[config.mk]
export PLATFORM = sky130hd
export DESIGN_NAME = adsr_envelope_generator_unit
export DESIGN_NICKNAME = d
export VERILOG_FILES = /design/src/rtl/adsreg_pkg.sv /design/src/rtl/adsr_envelope_generator_unit.sv /design/src/rtl/adsreg_div.sv
export SDC_FILE = /design/constraint.sdc
export NUM_CORES = 1
export LEC_CHECK = 0
export BUFFER_PORTS_ARGS = -buffer_cell sky130_fd_sc_hd__buf_2
export CORE_MARGIN = 3
export CORE_UTILIZATION = 31
export CTS_CLUSTER_DIAMETER = 200
export DETAILED_ROUTE_END_ITERATION = 12
export GPL_TIMING_DRIVEN = 0
export PLACE_DENSITY = 0.57
export SETUP_SLACK_MARGIN = 0.5
export SYNTH_ARGS = -nofsm -noshare
export SYNTH_HDL_FRONTEND = slang
export SYNTH_SLANG_ARGS = --single-unit
[constraint.sdc]
create_clock -name aclk -period 7.54 [get_ports aclk]
set_clock_uncertainty 0.05 [all_clocks]
set_input_delay 0.377 -clock aclk [delete_from_list [all_inputs] [get_ports aclk]]
set_output_delay 0.377 -clock aclk [all_outputs]
set_load 0.01 [all_outputs]
[src/rtl/adsreg_pkg.sv]
// ---------------------------------------------------------------------------
// adsreg_pkg
// shared widths, register indexes and stage codes of the adsr envelope unit
// ---------------------------------------------------------------------------
package adsreg_pkg;

    // default fixed point and time widths
    localparam int FRACTION_BITS_DEF = 24;
    localparam int TIME_BITS_DEF     = 24;

    // field widths
    localparam int LEVEL_W      = 16;
    localparam int STAGE_W      = 3;
    localparam int CFG_DATA_W   = 24;
    localparam int CFG_INDEX_W  = 2;

    // headroom of the level accumulator above the level field
    localparam int ACC_HEAD_W   = 2;

    localparam logic [LEVEL_W-1:0] LEVEL_MAX = {LEVEL_W{1'b1}};

    // configuration register indexes
    localparam logic [CFG_INDEX_W-1:0] REG_ATTACK  = 2'd0;
    localparam logic [CFG_INDEX_W-1:0] REG_DECAY   = 2'd1;
    localparam logic [CFG_INDEX_W-1:0] REG_RELEASE = 2'd2;
    localparam logic [CFG_INDEX_W-1:0] REG_SUSTAIN = 2'd3;

    // envelope stage codes
    localparam logic [STAGE_W-1:0] STG_IDLE    = 3'd0;
    localparam logic [STAGE_W-1:0] STG_ATTACK  = 3'd1;
    localparam logic [STAGE_W-1:0] STG_DECAY   = 3'd2;
    localparam logic [STAGE_W-1:0] STG_SUSTAIN = 3'd3;
    localparam logic [STAGE_W-1:0] STG_RELEASE = 3'd4;

endpackage

[src/rtl/adsr_envelope_generator_unit.sv]
// ---------------------------------------------------------------------------
// adsr_envelope_generator_unit
// linear attack / decay / sustain / release envelope, one sample per item
// ---------------------------------------------------------------------------
//
//  port group   dir   payload                                   handshake
//  s_*          in    tdata: gate_level[15:0]; tuser: restart   tvalid/tready
//  m_*          out   tdata: envelope[15:0]; tuser: stage[2:0]  tvalid/tready
//  cfg_*        in    index 0 attack, 1 decay, 2 release,       cfg_we only
//                     3 sustain; cfg_wdata low bits used
//
//  steps: an item with no slope change goes wait, step, emit; a gate edge
//    first runs the edge slope through the serial divider, and reaching the
//    peak runs the decay slope through it once more before emit
//  the serial divider makes one quotient bit a cycle
//  one item is in flight at a time; s_tready is high only while waiting
//  the finished item sits in the output register; the next item is taken
//    while it waits, and a stall only holds the last step until it drains
//  reset: synchronous, active low; clears stage, level, slope, previous gate
//    and all configuration registers
// ---------------------------------------------------------------------------
module adsr_envelope_generator_unit #(
    parameter int FRACTION_BITS = adsreg_pkg::FRACTION_BITS_DEF,
    parameter int TIME_BITS     = adsreg_pkg::TIME_BITS_DEF
) (
    input  logic                                aclk,
    input  logic                                aresetn,
    // input item
    input  logic                                s_tvalid,
    output logic                                s_tready,
    input  logic [15:0]                         s_tdata,   // [15:0] gate_level
    input  logic [0:0]                          s_tuser,   // [0] restart
    // result item
    output logic                                m_tvalid,
    input  logic                                m_tready,
    output logic [15:0]                         m_tdata,   // [15:0] envelope
    output logic [2:0]                          m_tuser,   // [2:0] stage
    // configuration writes
    input  logic                                cfg_we,
    input  logic [adsreg_pkg::CFG_INDEX_W-1:0]  cfg_index,
    input  logic [adsreg_pkg::CFG_DATA_W-1:0]   cfg_wdata
);

    localparam int LW     = adsreg_pkg::LEVEL_W;
    localparam int ACC_W  = FRACTION_BITS + LW + adsreg_pkg::ACC_HEAD_W;
    localparam int DIV_W  = ACC_W - 1;
    localparam int TIME_W = (TIME_BITS < adsreg_pkg::CFG_DATA_W) ?
                            TIME_BITS : adsreg_pkg::CFG_DATA_W;

    localparam logic signed [ACC_W-1:0] ACC_MAX = {1'b0, {(ACC_W-1){1'b1}}};
    localparam logic signed [ACC_W-1:0] ACC_MIN = {1'b1, {(ACC_W-1){1'b0}}};
    localparam logic [ACC_W:0] ROUND_HALF =
        {{(ACC_W-FRACTION_BITS+1){1'b0}}, 1'b1, {(FRACTION_BITS-1){1'b0}}};

    typedef enum logic [4:0] {
        ST_WAIT  = 5'b00001,   // ready for an item
        ST_EDGE  = 5'b00010,   // slope of a gate edge in the divider
        ST_STEP  = 5'b00100,   // level update and stage change
        ST_PEAK  = 5'b01000,   // decay slope in the divider
        ST_EMIT  = 5'b10000    // hand the item to the output register
    } state_t;

    // configuration
    logic [TIME_W-1:0]               attack_reg;
    logic [TIME_W-1:0]               decay_reg;
    logic [TIME_W-1:0]               release_reg;
    logic [LW-1:0]                   sustain_reg;

    // envelope state
    state_t                          state_reg;
    logic [adsreg_pkg::STAGE_W-1:0]  phase_reg;
    logic [LW-1:0]                   prev_gate_reg;
    logic [LW-1:0]                   gate_reg;
    logic signed [ACC_W-1:0]         acc_reg;
    logic signed [ACC_W-1:0]         slope_reg;
    logic                            neg_reg;
    logic [LW-1:0]                   env_reg;

    // output register
    logic                            m_valid_reg;
    logic [LW-1:0]                   m_env_reg;
    logic [adsreg_pkg::STAGE_W-1:0]  m_stage_reg;

    // divider hookup
    logic                            div_start;
    logic [DIV_W-1:0]                div_dividend;
    logic [TIME_W-1:0]               div_divisor;
    logic                            div_done;
    logic [DIV_W-1:0]                div_quotient;
    logic signed [ACC_W-1:0]         div_slope;

    // combinational step
    logic                            accept;
    logic [LW-1:0]                   in_gate;
    logic                            rise;
    logic                            fall;
    logic signed [ACC_W-1:0]         gate_fx;
    logic signed [ACC_W-1:0]         sus_fx;
    logic signed [ACC_W:0]           sum_ext;
    logic signed [ACC_W-1:0]         sig_sat;
    logic signed [ACC_W-1:0]         sig_fin;
    logic signed [ACC_W-1:0]         dec_diff;
    logic [ACC_W-1:0]                dec_mag;
    logic                            at_peak;
    logic [adsreg_pkg::STAGE_W-1:0]  phase_step;
    logic                            clear_slope;
    logic [ACC_W:0]                  rnd;
    logic [LW-1:0]                   env_step;
    logic                            out_load;

    assign accept   = s_tvalid && s_tready;
    assign s_tready = (state_reg == ST_WAIT);
    assign in_gate  = s_tdata[LW-1:0];

    // new attack on a rising gate or a restart, release on a falling gate
    assign rise = ((in_gate != '0) && (prev_gate_reg == '0)) || s_tuser[0];
    assign fall = (in_gate == '0) && (prev_gate_reg != '0);

    assign gate_fx = {{adsreg_pkg::ACC_HEAD_W{1'b0}}, gate_reg, {FRACTION_BITS{1'b0}}};
    assign sus_fx  = {{adsreg_pkg::ACC_HEAD_W{1'b0}}, sustain_reg, {FRACTION_BITS{1'b0}}};

    // level plus slope, saturated to the accumulator range
    assign sum_ext = {acc_reg[ACC_W-1], acc_reg} + {slope_reg[ACC_W-1], slope_reg};
    always_comb begin
        if (sum_ext[ACC_W] != sum_ext[ACC_W-1]) begin
            sig_sat = sum_ext[ACC_W] ? ACC_MIN : ACC_MAX;
        end else begin
            sig_sat = sum_ext[ACC_W-1:0];
        end
    end

    // decay runs from the overshoot point toward sustain, either direction
    assign dec_diff = sig_sat - sus_fx;
    assign dec_mag  = dec_diff[ACC_W-1] ? ACC_W'(-dec_diff) : ACC_W'(dec_diff);

    always_comb begin
        phase_step  = phase_reg;
        sig_fin     = sig_sat;
        clear_slope = 1'b0;
        at_peak     = 1'b0;
        case (phase_reg)
            adsreg_pkg::STG_ATTACK: begin
                if (sig_sat >= gate_fx) begin
                    phase_step = adsreg_pkg::STG_DECAY;
                    at_peak    = 1'b1;
                end
            end
            adsreg_pkg::STG_DECAY: begin
                if (sig_sat <= sus_fx) begin
                    phase_step  = adsreg_pkg::STG_SUSTAIN;
                    clear_slope = 1'b1;
                end
            end
            adsreg_pkg::STG_RELEASE: begin
                if (sig_sat <= 0) begin
                    phase_step  = adsreg_pkg::STG_IDLE;
                    sig_fin     = '0;
                    clear_slope = 1'b1;
                end
            end
            default: begin
            end
        endcase
    end

    // round half up to the envelope lsb, then saturate
    assign rnd = {1'b0, sig_fin} + ROUND_HALF;
    always_comb begin
        if (sig_fin[ACC_W-1] || (sig_fin == '0)) begin
            env_step = '0;
        end else if (|rnd[ACC_W:FRACTION_BITS+LW]) begin
            env_step = adsreg_pkg::LEVEL_MAX;
        end else begin
            env_step = rnd[FRACTION_BITS+LW-1:FRACTION_BITS];
        end
    end

    // divider operands: edge slope at accept, decay slope at the peak
    always_comb begin
        div_start    = 1'b0;
        div_dividend = {1'b0, sustain_reg, {FRACTION_BITS{1'b0}}};
        div_divisor  = release_reg;
        if (state_reg == ST_WAIT) begin
            div_start = accept && (rise || fall);
            if (rise) begin
                div_dividend = {1'b0, in_gate, {FRACTION_BITS{1'b0}}};
                div_divisor  = attack_reg;
            end
        end else if (state_reg == ST_STEP) begin
            div_start    = at_peak;
            div_dividend = dec_mag[DIV_W-1:0];
            div_divisor  = decay_reg;
        end
    end

    assign div_slope = neg_reg ? -$signed({1'b0, div_quotient})
                               :  $signed({1'b0, div_quotient});

    adsreg_div #(
        .FRACTION_BITS (FRACTION_BITS),
        .DIVISOR_W     (TIME_W)
    ) u_div (
        .aclk     (aclk),
        .aresetn  (aresetn),
        .start    (div_start),
        .dividend (div_dividend),
        .divisor  (div_divisor),
        .done     (div_done),
        .quotient (div_quotient)
    );

    assign out_load = (state_reg == ST_EMIT) && (!m_valid_reg || m_tready);

    // configuration writes
    always_ff @(posedge aclk) begin
        if (!aresetn) begin
            attack_reg  <= '0;
            decay_reg   <= '0;
            release_reg <= '0;
            sustain_reg <= '0;
        end else if (cfg_we) begin
            unique case (cfg_index)
                adsreg_pkg::REG_ATTACK:  attack_reg  <= cfg_wdata[TIME_W-1:0];
                adsreg_pkg::REG_DECAY:   decay_reg   <= cfg_wdata[TIME_W-1:0];
                adsreg_pkg::REG_RELEASE: release_reg <= cfg_wdata[TIME_W-1:0];
                adsreg_pkg::REG_SUSTAIN: sustain_reg <= cfg_wdata[LW-1:0];
                default: begin
                end
            endcase
        end
    end

    // sequencer and envelope state
    always_ff @(posedge aclk) begin
        if (!aresetn) begin
            state_reg     <= ST_WAIT;
            phase_reg     <= adsreg_pkg::STG_IDLE;
            prev_gate_reg <= '0;
            acc_reg       <= '0;
            slope_reg     <= '0;
            neg_reg       <= 1'b0;
        end else begin
            unique case (state_reg)
                ST_WAIT: begin
                    if (accept) begin
                        prev_gate_reg <= in_gate;
                        if (rise) begin
                            acc_reg   <= '0;
                            phase_reg <= adsreg_pkg::STG_ATTACK;
                            neg_reg   <= 1'b0;
                            state_reg <= ST_EDGE;
                        end else if (fall) begin
                            phase_reg <= adsreg_pkg::STG_RELEASE;
                            neg_reg   <= 1'b1;
                            state_reg <= ST_EDGE;
                        end else begin
                            state_reg <= ST_STEP;
                        end
                    end
                end
                ST_EDGE: begin
                    if (div_done) begin
                        slope_reg <= div_slope;
                        state_reg <= ST_STEP;
                    end
                end
                ST_STEP: begin
                    acc_reg   <= sig_fin;
                    phase_reg <= phase_step;
                    if (clear_slope) begin
                        slope_reg <= '0;
                    end
                    if (at_peak) begin
                        // level at or above sustain ramps down
                        neg_reg   <= ~dec_diff[ACC_W-1];
                        state_reg <= ST_PEAK;
                    end else begin
                        state_reg <= ST_EMIT;
                    end
                end
                ST_PEAK: begin
                    if (div_done) begin
                        slope_reg <= div_slope;
                        state_reg <= ST_EMIT;
                    end
                end
                ST_EMIT: begin
                    if (out_load) begin
                        state_reg <= ST_WAIT;
                    end
                end
                default: begin
                    state_reg <= ST_WAIT;
                end
            endcase
        end
    end

    // payload registers
    always_ff @(posedge aclk) begin
        if ((state_reg == ST_WAIT) && accept) begin
            gate_reg <= in_gate;
        end
        if (state_reg == ST_STEP) begin
            env_reg <= env_step;
        end
        if (out_load) begin
            m_env_reg   <= env_reg;
            m_stage_reg <= phase_reg;
        end
    end

    // output register
    always_ff @(posedge aclk) begin
        if (!aresetn) begin
            m_valid_reg <= 1'b0;
        end else if (out_load) begin
            m_valid_reg <= 1'b1;
        end else if (m_tready) begin
            m_valid_reg <= 1'b0;
        end
    end

    assign m_tvalid = m_valid_reg;
    assign m_tdata  = m_env_reg;
    assign m_tuser  = m_stage_reg;

endmodule

[src/rtl/adsreg_div.sv]
// ---------------------------------------------------------------------------
// adsreg_div
// bit-serial restoring divider for slope magnitudes, capped at full scale
// ---------------------------------------------------------------------------
module adsreg_div #(
    parameter int FRACTION_BITS = adsreg_pkg::FRACTION_BITS_DEF,
    parameter int DIVISOR_W     = adsreg_pkg::TIME_BITS_DEF
) (
    input  logic                                         aclk,
    input  logic                                         aresetn,
    input  logic                                         start,
    input  logic [FRACTION_BITS+adsreg_pkg::LEVEL_W:0]   dividend,
    input  logic [DIVISOR_W-1:0]                         divisor,
    output logic                                         done,
    output logic [FRACTION_BITS+adsreg_pkg::LEVEL_W:0]   quotient
);

    localparam int DIV_W = FRACTION_BITS + adsreg_pkg::LEVEL_W + 1;
    localparam int CNT_W = $clog2(DIV_W + 1);
    localparam logic [DIV_W-1:0] FULL_SCALE =
        {1'b0, adsreg_pkg::LEVEL_MAX, {FRACTION_BITS{1'b0}}};

    logic                 run_reg;
    logic                 done_reg;
    logic [CNT_W-1:0]     cnt_reg;
    logic [DIV_W-1:0]     quo_reg;
    logic [DIVISOR_W-1:0] rem_reg;
    logic [DIVISOR_W-1:0] dsr_reg;
    logic                 zero_reg;

    logic [DIVISOR_W:0]   rem_shift;
    logic [DIVISOR_W+1:0] trial;
    logic                 qbit;

    // one quotient bit per cycle, msb first
    assign rem_shift = {rem_reg, quo_reg[DIV_W-1]};
    assign trial     = {1'b0, rem_shift} - {2'b00, dsr_reg};
    assign qbit      = ~trial[DIVISOR_W+1];

    always_ff @(posedge aclk) begin
        if (!aresetn) begin
            run_reg  <= 1'b0;
            done_reg <= 1'b0;
            cnt_reg  <= '0;
        end else begin
            done_reg <= 1'b0;
            if (start) begin
                run_reg <= 1'b1;
                cnt_reg <= CNT_W'(DIV_W);
            end else if (run_reg) begin
                cnt_reg <= cnt_reg - CNT_W'(1);
                if (cnt_reg == CNT_W'(1)) begin
                    run_reg  <= 1'b0;
                    done_reg <= 1'b1;
                end
            end
        end
    end

    always_ff @(posedge aclk) begin
        if (start) begin
            quo_reg  <= dividend;
            rem_reg  <= '0;
            dsr_reg  <= divisor;
            zero_reg <= (dividend == '0);
        end else if (run_reg) begin
            quo_reg <= {quo_reg[DIV_W-2:0], qbit};
            rem_reg <= qbit ? trial[DIVISOR_W-1:0] : rem_shift[DIVISOR_W-1:0];
        end
    end

    // a zero dividend gives zero slope whatever the divisor
    // a zero divisor gives all ones, which the cap turns into full scale
    assign done     = done_reg;
    assign quotient = zero_reg ? '0 : ((quo_reg > FULL_SCALE) ? FULL_SCALE : quo_reg);

endmodule

# Yosys cells after proc, flatten, opt, wreduce, memory -nomap -nowiden
# Cells that the tools add are included.
[totals]
reg_bits = 347
inputBits = 48
wordCells = 160
[classes]
addsub = 7
order_cmp = 4
eq_ne = 26
muxes = 60
bitwise = 4
reduce_logical = 36
[ops]
columns = ["operator", "count"]
rows = [
  ["$mux 42", 9],
  ["$mux 41", 7],
  ["$pmux 42 s2", 2],
  ["$mux 24", 4],
  ["$add 42x24->43 const B", 1],
  ["$add 42x42->43", 1],
  ["$ge 42x41->1", 1],
  ["$le 42x1->1 const B", 1],
  ["$le 42x41->1", 1],
  ["$logic_not 42->1", 1],
  ["$neg 41->42", 1],
  ["$sub 42x41->42", 1],
  ["$gt 41x40->1 const B", 1],
  ["$logic_not 41->1", 1],
  ["$neg 41->41", 1],
  ["$mux 40", 1],
  ["$logic_not 16->1", 2],
  ["$reduce_bool 16->1", 2],
  ["$sub 25x24->26", 1],
  ["$mux 5", 5],
  ["$pmux 5 s5", 1],
  ["$mux 3", 8],
  ["$mux 1", 16],
  ["$mux 16", 1],
  ["34 further kinds", 67],
]

# Longest topological paths before layout
# Gate-level depths: netlist (run 1).
[depth]
word_depth = 9
mapped_depth = 35
depth_no_buf = 28

# Modules after synthesis
# Synthesis (run 1) repeated with hierarchy kept, for this count alone.
[hier_totals]
hier_cells = 2934
area_unflattened_um2 = 23516.3
[by_module_without_submodules]
columns = ["mod", "n_inst", "cells_per_inst", "area_each_um2", "seq_area_each_um2"]
rows = [
  ["adsr_envelope_generator_unit", 1, 2310, 17616.9, 5495.3],
  ["adsreg_div", 1, 624, 5899.4, 2622.5],
]

# Worst setup path before layout (run 1)
# OpenSTA, ideal clock, no wires.
[synth_path]
kind = "reg-to-reg"
start = "register acc_reg[10]"
end = "register u_div.zero_reg, data pin"
setup_time_ns = 0.176
arrival_time_ns = 7.245
t_required_ns = 7.314
setup_slack_ns = 0.069
stages_incl_launch_ff = 34
path_buffers = 8
cell_sequence = "dfxtp_1 ha_1 buf_6 a21oi_1 nand2b_1 nor3_2 o31ai_4 a31o_2 buf_6 a31oi_1 o32a_1 buf_4 buf_6 buf_2 buf_1 clkbuf_1 maj3_1 ha_1 nor2b_1 o31a_1 o41ai_1 a31oi_1 a2111o_1 a21oi_1 o31a_1 nand2_1 o21ai_1 buf_2 o21ai_0 a211oi_1 nand4_1 nor4_1 nand4_1 nor4_1"
[synth_via]
elab_chain_cells = 9
[synth_rtl]
columns = ["item", "line", "text"]
rows = [
  ["start, declared", "adsr_envelope_generator_unit.sv:74", "logic signed [ACC_W-1:0] acc_reg;"],
  ["start signal, assigned", "adsr_envelope_generator_unit.sv:268", "acc_reg <= sig_fin;"],
  ["$add 42x42->43 (*)", "adsr_envelope_generator_unit.sv:123", "assign sum_ext = {acc_reg[ACC_W-1], acc_reg} + {slope_reg[ACC_W-1], slope_reg};"],
  ["$mux 42 / $ne 1x1->1 (equally long branches)", "adsr_envelope_generator_unit.sv:126, adsr_envelope_generator_unit.sv:125", ""],
  ["$mux 42 (*)", "adsr_envelope_generator_unit.sv:125", "if (sum_ext[ACC_W] != sum_ext[ACC_W-1]) begin"],
  ["$sub 42x41->42 (*)", "adsr_envelope_generator_unit.sv:133", "assign dec_diff = sig_sat - sus_fx;"],
  ["$neg 41->41", "adsr_envelope_generator_unit.sv:134", "assign dec_mag = dec_diff[ACC_W-1] ? ACC_W'(-dec_diff) : ACC_W'(dec_diff);"],
  ["$mux 41 (*)", "adsr_envelope_generator_unit.sv:134", ""],
  ["$mux 41 (*)", "adsr_envelope_generator_unit.sv:189", "end else if (state_reg == ST_STEP) begin"],
  ["$mux 41 (*)", "adsr_envelope_generator_unit.sv:183", "if (state_reg == ST_WAIT) begin"],
  ["$logic_not 41->1 (*)", "adsreg_div.sv:65", "zero_reg <= (dividend == '0);"],
  ["end signal, assigned", "adsreg_div.sv:65", ""],
  ["end, declared", "adsreg_div.sv:29", "logic zero_reg;"],
]
# Every way passes the cells marked *; elsewhere a longest branch is shown, timed or not.
# A chain may end at the register's enable or synchronous reset.

# Worst setup path in the final report (run 1)
[layout_path]
start = "register slope_reg[10]"
end = "register u_div.zero_reg, data pin"
[layout_via]
elab_chain_cells = 9
[layout_rtl]
columns = ["item", "line", "text"]
rows = [
  ["start, declared", "adsr_envelope_generator_unit.sv:75", "logic signed [ACC_W-1:0] slope_reg;"],
  ["start signal, assigned", "adsr_envelope_generator_unit.sv:263", "slope_reg <= div_slope;"],
  ["start signal, assigned", "adsr_envelope_generator_unit.sv:283", "slope_reg <= div_slope;"],
  ["$add 42x42->43 (*)", "adsr_envelope_generator_unit.sv:123", ""],
  ["$mux 42 / $ne 1x1->1 (equally long branches)", "adsr_envelope_generator_unit.sv:126, adsr_envelope_generator_unit.sv:125", ""],
  ["$mux 42 (*)", "adsr_envelope_generator_unit.sv:125", ""],
  ["$sub 42x41->42 (*)", "adsr_envelope_generator_unit.sv:133", ""],
  ["$neg 41->41", "adsr_envelope_generator_unit.sv:134", ""],
  ["$mux 41 (*)", "adsr_envelope_generator_unit.sv:134", ""],
  ["$mux 41 (*)", "adsr_envelope_generator_unit.sv:189", ""],
  ["$mux 41 (*)", "adsr_envelope_generator_unit.sv:183", ""],
  ["$logic_not 41->1 (*)", "adsreg_div.sv:65", ""],
]
# Marks and branches as above.

==> results.yml, run 1 <==
worst_setup_path:
  path_max_fanout: 10
  path_common_cell: "buf_6"
  cp-end-kind: "flip-flop"
  start_kind: "flip-flop"
  cp.depth: 34
  reg2reg_setup_slack_ps: -70
  worstPathRequired_ps: 7890
  r2r_end: "u_div.zero_reg"
  reg2reg_depth: 34
  slowest_stage: "a2111o_1"
  critical-path-max-stage-delay_ps: 490
  critPathTopFamily: "compound AO/OA/AOI/OAI gates"
  critPathArrivalTime_ps: 7960
  reg2reg_from: "slope_reg[10]"
  worst-setup-path-type: "flip-flop to flip-flop"
  worstPathBufferInverterCount: 9
drt:
  dr.first_iter.drc_count: 2325
  drt-met1-wl_um: 37900
  vias: 22500
  wirelength_um: 85300
  wl_met2_um: 36700
  drc: 0
  antenna_left: 0
  met3_length_um: 6570
  wl_per_cell_um: 21.3
  first_pass_iters: 6
  drt-vias-per-instance: 5.61
  top_layer_used: "met4"
timing:
  slew_violations: 0
  setup-violations-final: 1
  max_freq_ghz: 0.131
  rsz0062_at_grt: "yes"
  tightest_slew_ps: 1340
  fin_crit_ps: 7610
  finalHoldViolations: 0
  relSlewSlack: 0.103
  holdWs_ps: 27.5
  setup_ws_ps: -71.1
  fin_crit_sh: 1.01
cts:
  cts_tree: "built"
  path_clk_slew_ps: 60
  clockRootBuffer: "clkbuf_16"
  htree_levels: 2
  clockBufferDepth: 3
  cts.sinks: 347
  insertion_delay_ps: 610
  cts_buffers: 42
synthesis:
  syn_nets: 2962
  synth.distinct_cells: 104
  syn_area_um2: 23000
  syn_avg_cell_area_um2: 8.21
  yosysTopAreaCell: "dfxtp_1"
  syn_inst: 2808
  yosysSeqAreaShare: 0.352
  synth_edf_count: 117
  synthArstFlopShare: 0
  synthTopCellsByArea: "dfxtp_1, edfxtp_1, nand2_1, ha_1, a21boi_0"
  ys.flop_type: "dfxtp_1"
  post-synth-top-area-fraction: 0.200
  yosys_warnings: 0
  synth_seq_cells: 347
min_path:
  hold_class: "input port to flip-flop"
  hold_end: "gate_reg[13]"
  whs_path_depth: 1
  hp-start: "s_tdata[13]"
die:
  core_region_area_um2: 73300
  io_pins: 69
  die-area_um2: 77600
  die_h_um: 279
  die_w_um: 279
  fp-row-count: 99
  initial_core_util: 0.314
pwr:
  vdd_drop_max_uv: 177
  power_density_nw_per_um2: 234
  p_leak_nw: 10.6
job:
  cap_violations: 0
global_route:
  grt_pass1_vias: 20900
  antenna_found_initial: 3
  grt_max_degree: 35
  grt_pass1_wl_um: 128000
  grt_usage: 0.211
  overflow: 0
finish:
  fin_util: 0.381
  layout.nets: 3164
  fin_cells: 4004
  area_delta_synth_final_pct: 21.2
  n_fill_cell: 7635
  layout_common_cells: "nand2_1, dfxtp_1, nor2_1, o21ai_0, a21oi_1"
  drive_gt1_frac: 0.156
  layout_commonest_cell: "nand2_1"
placed_design:
  post-place-cells: 3838
  dp_slack_ps: -3420
  gp_congestion: 0.964
  dp_hpwl_um: 64000
  numPortBuffers: 67
status:
  failed_checks: "negative setup slack"
  status: "finished with violations"
-- what timing repair did --
action,CTS,global route
pin swaps,50,39
buffers inserted,61,12
hold buffers,13,0
gates resized for setup,186,105
endpoints found under the hold margin,29,0
cloned,1,0
endpoints found under the setup margin,204,199
-- metrics by stage --
step	power [W]	cell area [um^2]	setup TNS (ps)
3_5_place_dp	0.00424	24700	-286400
3_3_place_gp	0.00422	24600	-342200
4_1_cts	0.00652	27500	0
6_report	0.00654	27900	-71.1
5_1_grt	0.00688	27900	-181
2_1_floorplan	0.00367	23100	0
-- per-layer routing --
metal | up-vias | global-route usage
met5 | - | 0
met4 | 0 | 0.0966
met3 | 184 | 0.0268
met2 | 971 | 0.324
met1 | 10700 | 0.297
li1 | 10600 | -
-- Yosys cell counts (60+ instances only) --
master    number
a21oi_1      158
clkbuf_1     128
edfxtp_1     117
nor2b_1       60
nand3_1       92
a21boi_0     124
inv_1        110
xnor2_1       73
nor2_1       173
a22oi_1       78
nand2_1      436
o21ai_0      172
dfxtp_1      230
ha_1         103
-- cells by family after synthesis --
kind of cell / synth area share
mux: 0.0117
xor+xnor: 0.0475
fa+ha+maj: 0.0766
simple gates: 0.210
flops: 0.352
buf+inv: 0.0494
compound gates: 0.252
-- worst max-delay path by stage --
stage / startpoint / end / slack, ps
CTS: slope_reg[4] / u_div.zero_reg / 160
finish: slope_reg[10] / u_div.zero_reg / -70
global placement: slope_reg[17] / u_div.zero_reg / -3450
global route: slope_reg[10] / u_div.zero_reg / -180
floorplan: acc_reg[6] / u_div.zero_reg / 510
detailed placement: slope_reg[17] / u_div.zero_reg / -3420
-- area by class of cell --
| class | instances | area, um^2 | share of cell area |
|---|---|---|---|
| multi-input combinational | 2176 | 14600 | 0.522 |
| tap | 959 | 1200 | 0.0430 |
| clock buffer | 63 | 1270 | 0.0454 |
| buffer | 174 | 925 | 0.0331 |
| timing repair buffer | 158 | 1150 | 0.0412 |
| antenna | 1 | 2.50 | 0.0000896 |
| inverter | 111 | 419 | 0.0150 |
| clock inverter | 15 | 236 | 0.00847 |
| sequential | 347 | 8140 | 0.291 |
-- report_power, final --
group	internal [W]	switching, W	total, W
logic	0.000748	0.00122	0.00197
clock network	0.00129	0.000892	0.00218
registers	0.00219	0.000193	0.00239
Note: power is estimated with default switching activity, not from simulation.
==> run 2, diff against run 1 <==
- ABC_AREA: not set -> 1
==> results.yml, run 2 <==
status:
  status: "complete, no violations"
synthesis:
  synthArstFlopShare: 0
  syn_area_um2: 23200
  synthTopCellsByArea: "dfxtp_1, edfxtp_1, nand2_1, nor2_1, o21ai_0"
  yosysTopAreaCell: "dfxtp_1"
  post-synth-top-area-fraction: 0.198
  syn_inst: 3432
  synth.distinct_cells: 56
  yosys_warnings: 0
  ys.flop_type: "dfxtp_1"
  synth_most_common_cell: "nand2_1"
  syn_avg_cell_area_um2: 6.76
  syn_nets: 3586
  yosysSeqAreaShare: 0.350
  synth_seq_cells: 347
  synth_edf_count: 117
  synth_commonest_cells: "nand2_1, nor2_1, inv_1, o21ai_0, a21oi_1"
global_route:
  grt_pass1_vias: 21400
  grt_usage: 0.209
  grt_max_degree: 35
  grt_pass1_wl_um: 127000
  overflow: 0
  antenna_found_initial: 0
drt:
  antenna_left: 0
  first_pass_iters: 6
  drc: 0
  wirelength_um: 83600
  vias: 23400
  dr.first_iter.drc_count: 2281
  wl_per_cell_um: 18.4
  drt-vias-per-instance: 5.13
placed_design:
  numPortBuffers: 68
  dp_hpwl_um: 66300
  gp_congestion: 0.962
worst_setup_path:
  path_max_fanout: 10
  worstPathRequired_ps: 7930
  slowest_stage: "fa_2"
  critical-path-max-stage-delay_ps: 410
  critPathArrivalTime_ps: 7030
  start_kind: "flip-flop"
  reg2reg_setup_slack_ps: 900
  worst-setup-path-type: "flip-flop to flip-flop"
  path_common_cell: "nand2_1"
  cp-end-kind: "flip-flop"
die:
  fp-row-count: 99
  io_pins: 69
  die-area_um2: 78200
  die_h_um: 280
  die_w_um: 280
  initial_core_util: 0.315
  core_region_area_um2: 73600
pwr:
  power_w: 0.00903
  vdd_drop_max_uv: 162
  p_leak_nw: 12.0
  power_density_nw_per_um2: 342
timing:
  slew_violations: 0
  relSlewSlack: 0.206
  max_freq_ghz: 0.151
  fin_crit_sh: 0.880
  fin_crit_ps: 6640
  finalHoldViolations: 0
  rsz0062_at_grt: "no"
  setup-violations-final: 0
  tightest_slew_ps: 1190
  setup_tns_ps: 0
finish:
  antenna_cells: 0
  layout.nets: 3718
  n_fill_cell: 8055
  fin_util: 0.359
  layout_commonest_cell: "nand2_1"
  layout_common_cells: "nand2_1, nor2_1, inv_1, o21ai_0, a21oi_1"
  drive_gt1_frac: 0.0823
  area_delta_synth_final_pct: 13.9
cts:
  cts_buffers: 39
  htree_levels: 2
  path_clk_slew_ps: 70
  cts.sinks: 347
  clockBufferDepth: 3
  cts_tree: "built"
  clockRootBuffer: "clkbuf_16"
  insertion_delay_ps: 580
min_path:
  hold_class: "input port to flip-flop"
job:
  cap_violations: 0
-- run 2: cell types whose count changed after synthesis, moves of 111 or more --
cell | previous run | this run
a21boi_0 | 124 | 5
a21oi_1 | 158 | 269
inv_1 | 110 | 366
nand2_1 | 436 | 792
nand3_1 | 92 | 212
nor2_1 | 173 | 460
o21ai_0 | 172 | 285
-- run 2: path summary, 6_finish.rpt --
check,from,end,depth (start not counted)
max,acc_reg[0],u_div.zero_reg,41
min,cfg_wdata[22],release_reg[22],3
max reg2reg,acc_reg[0],u_div.zero_reg,41
min reg2reg,env_reg[0],m_tdata[0],0
-- run 2: per-layer routing --
layer	GRT usage	vias to the layer above	part of all wire
li1	-	11600	-
met1	0.292	10800	0.46
met2	0.340	775	0.45
met3	0.0224	142	0.056
met4	0.0659	0	0.034
met5	0	-	0
-- run 2: per-stage QoR --
stage	setup slack, ps	instance area [um^2]	cells	hold slack, ps
detailed placement	-69.8	24800	4462	355
finish	903	26400	4554	21.0
global placement	-265	24700	4459	356
global route	501	26400	4554	27.4
CTS	501	26300	4545	0.503
floorplan	2130	23200	3432	350
-- run 2: timing repair --
item,in CTS,in global routing
hold buffers,11,0
setup buffers,0,9
endpoints found under the hold margin,14,0
endpoints found under the setup margin,23,93
gates resized for setup,16,21
pin swaps,0,5
-- run 2: layout make-up --
cell class,instances,area (um^2),area share
multi-input combinational,2558,13100,0.496
sequential,347,8120,0.307
inverter,388,1460,0.0551
tap,959,1200,0.0454
clock buffer,48,1020,0.0386
buffer,139,666,0.0252
timing repair buffer,91,553,0.0209
clock inverter,24,313,0.0118
-- run 2: kinds of logic after synthesis --
kind of cell             Yosys count  share of synthesized area
AO/OA/AOI/OAI                    715                      0.169
AND/OR/NAND/NOR                 1665                      0.304
buffers and inverters            527                     0.0910
XOR/XNOR                          72                     0.0272
adder cells (fa/ha/maj)          106                     0.0581
flip-flops                       347                      0.350
-- run 2: power breakdown --
group | leakage [nW] | switching (W) | internal [W]
Sequential | 3.00 | 0.000230 | 0.00242
Clock | 0.647 | 0.000847 | 0.00118
Combinational | 8.33 | 0.00306 | 0.00129
-- run 2: critical path: cells and delay by family (launching register included) --
family,cells,cell delay (ps)
AO/OA/AOI/OAI,3,940
adder cells (fa/ha/maj),3,1020
buffers and inverters,4,800
flip-flops,1,400
AND/OR/NAND/NOR,31,3240
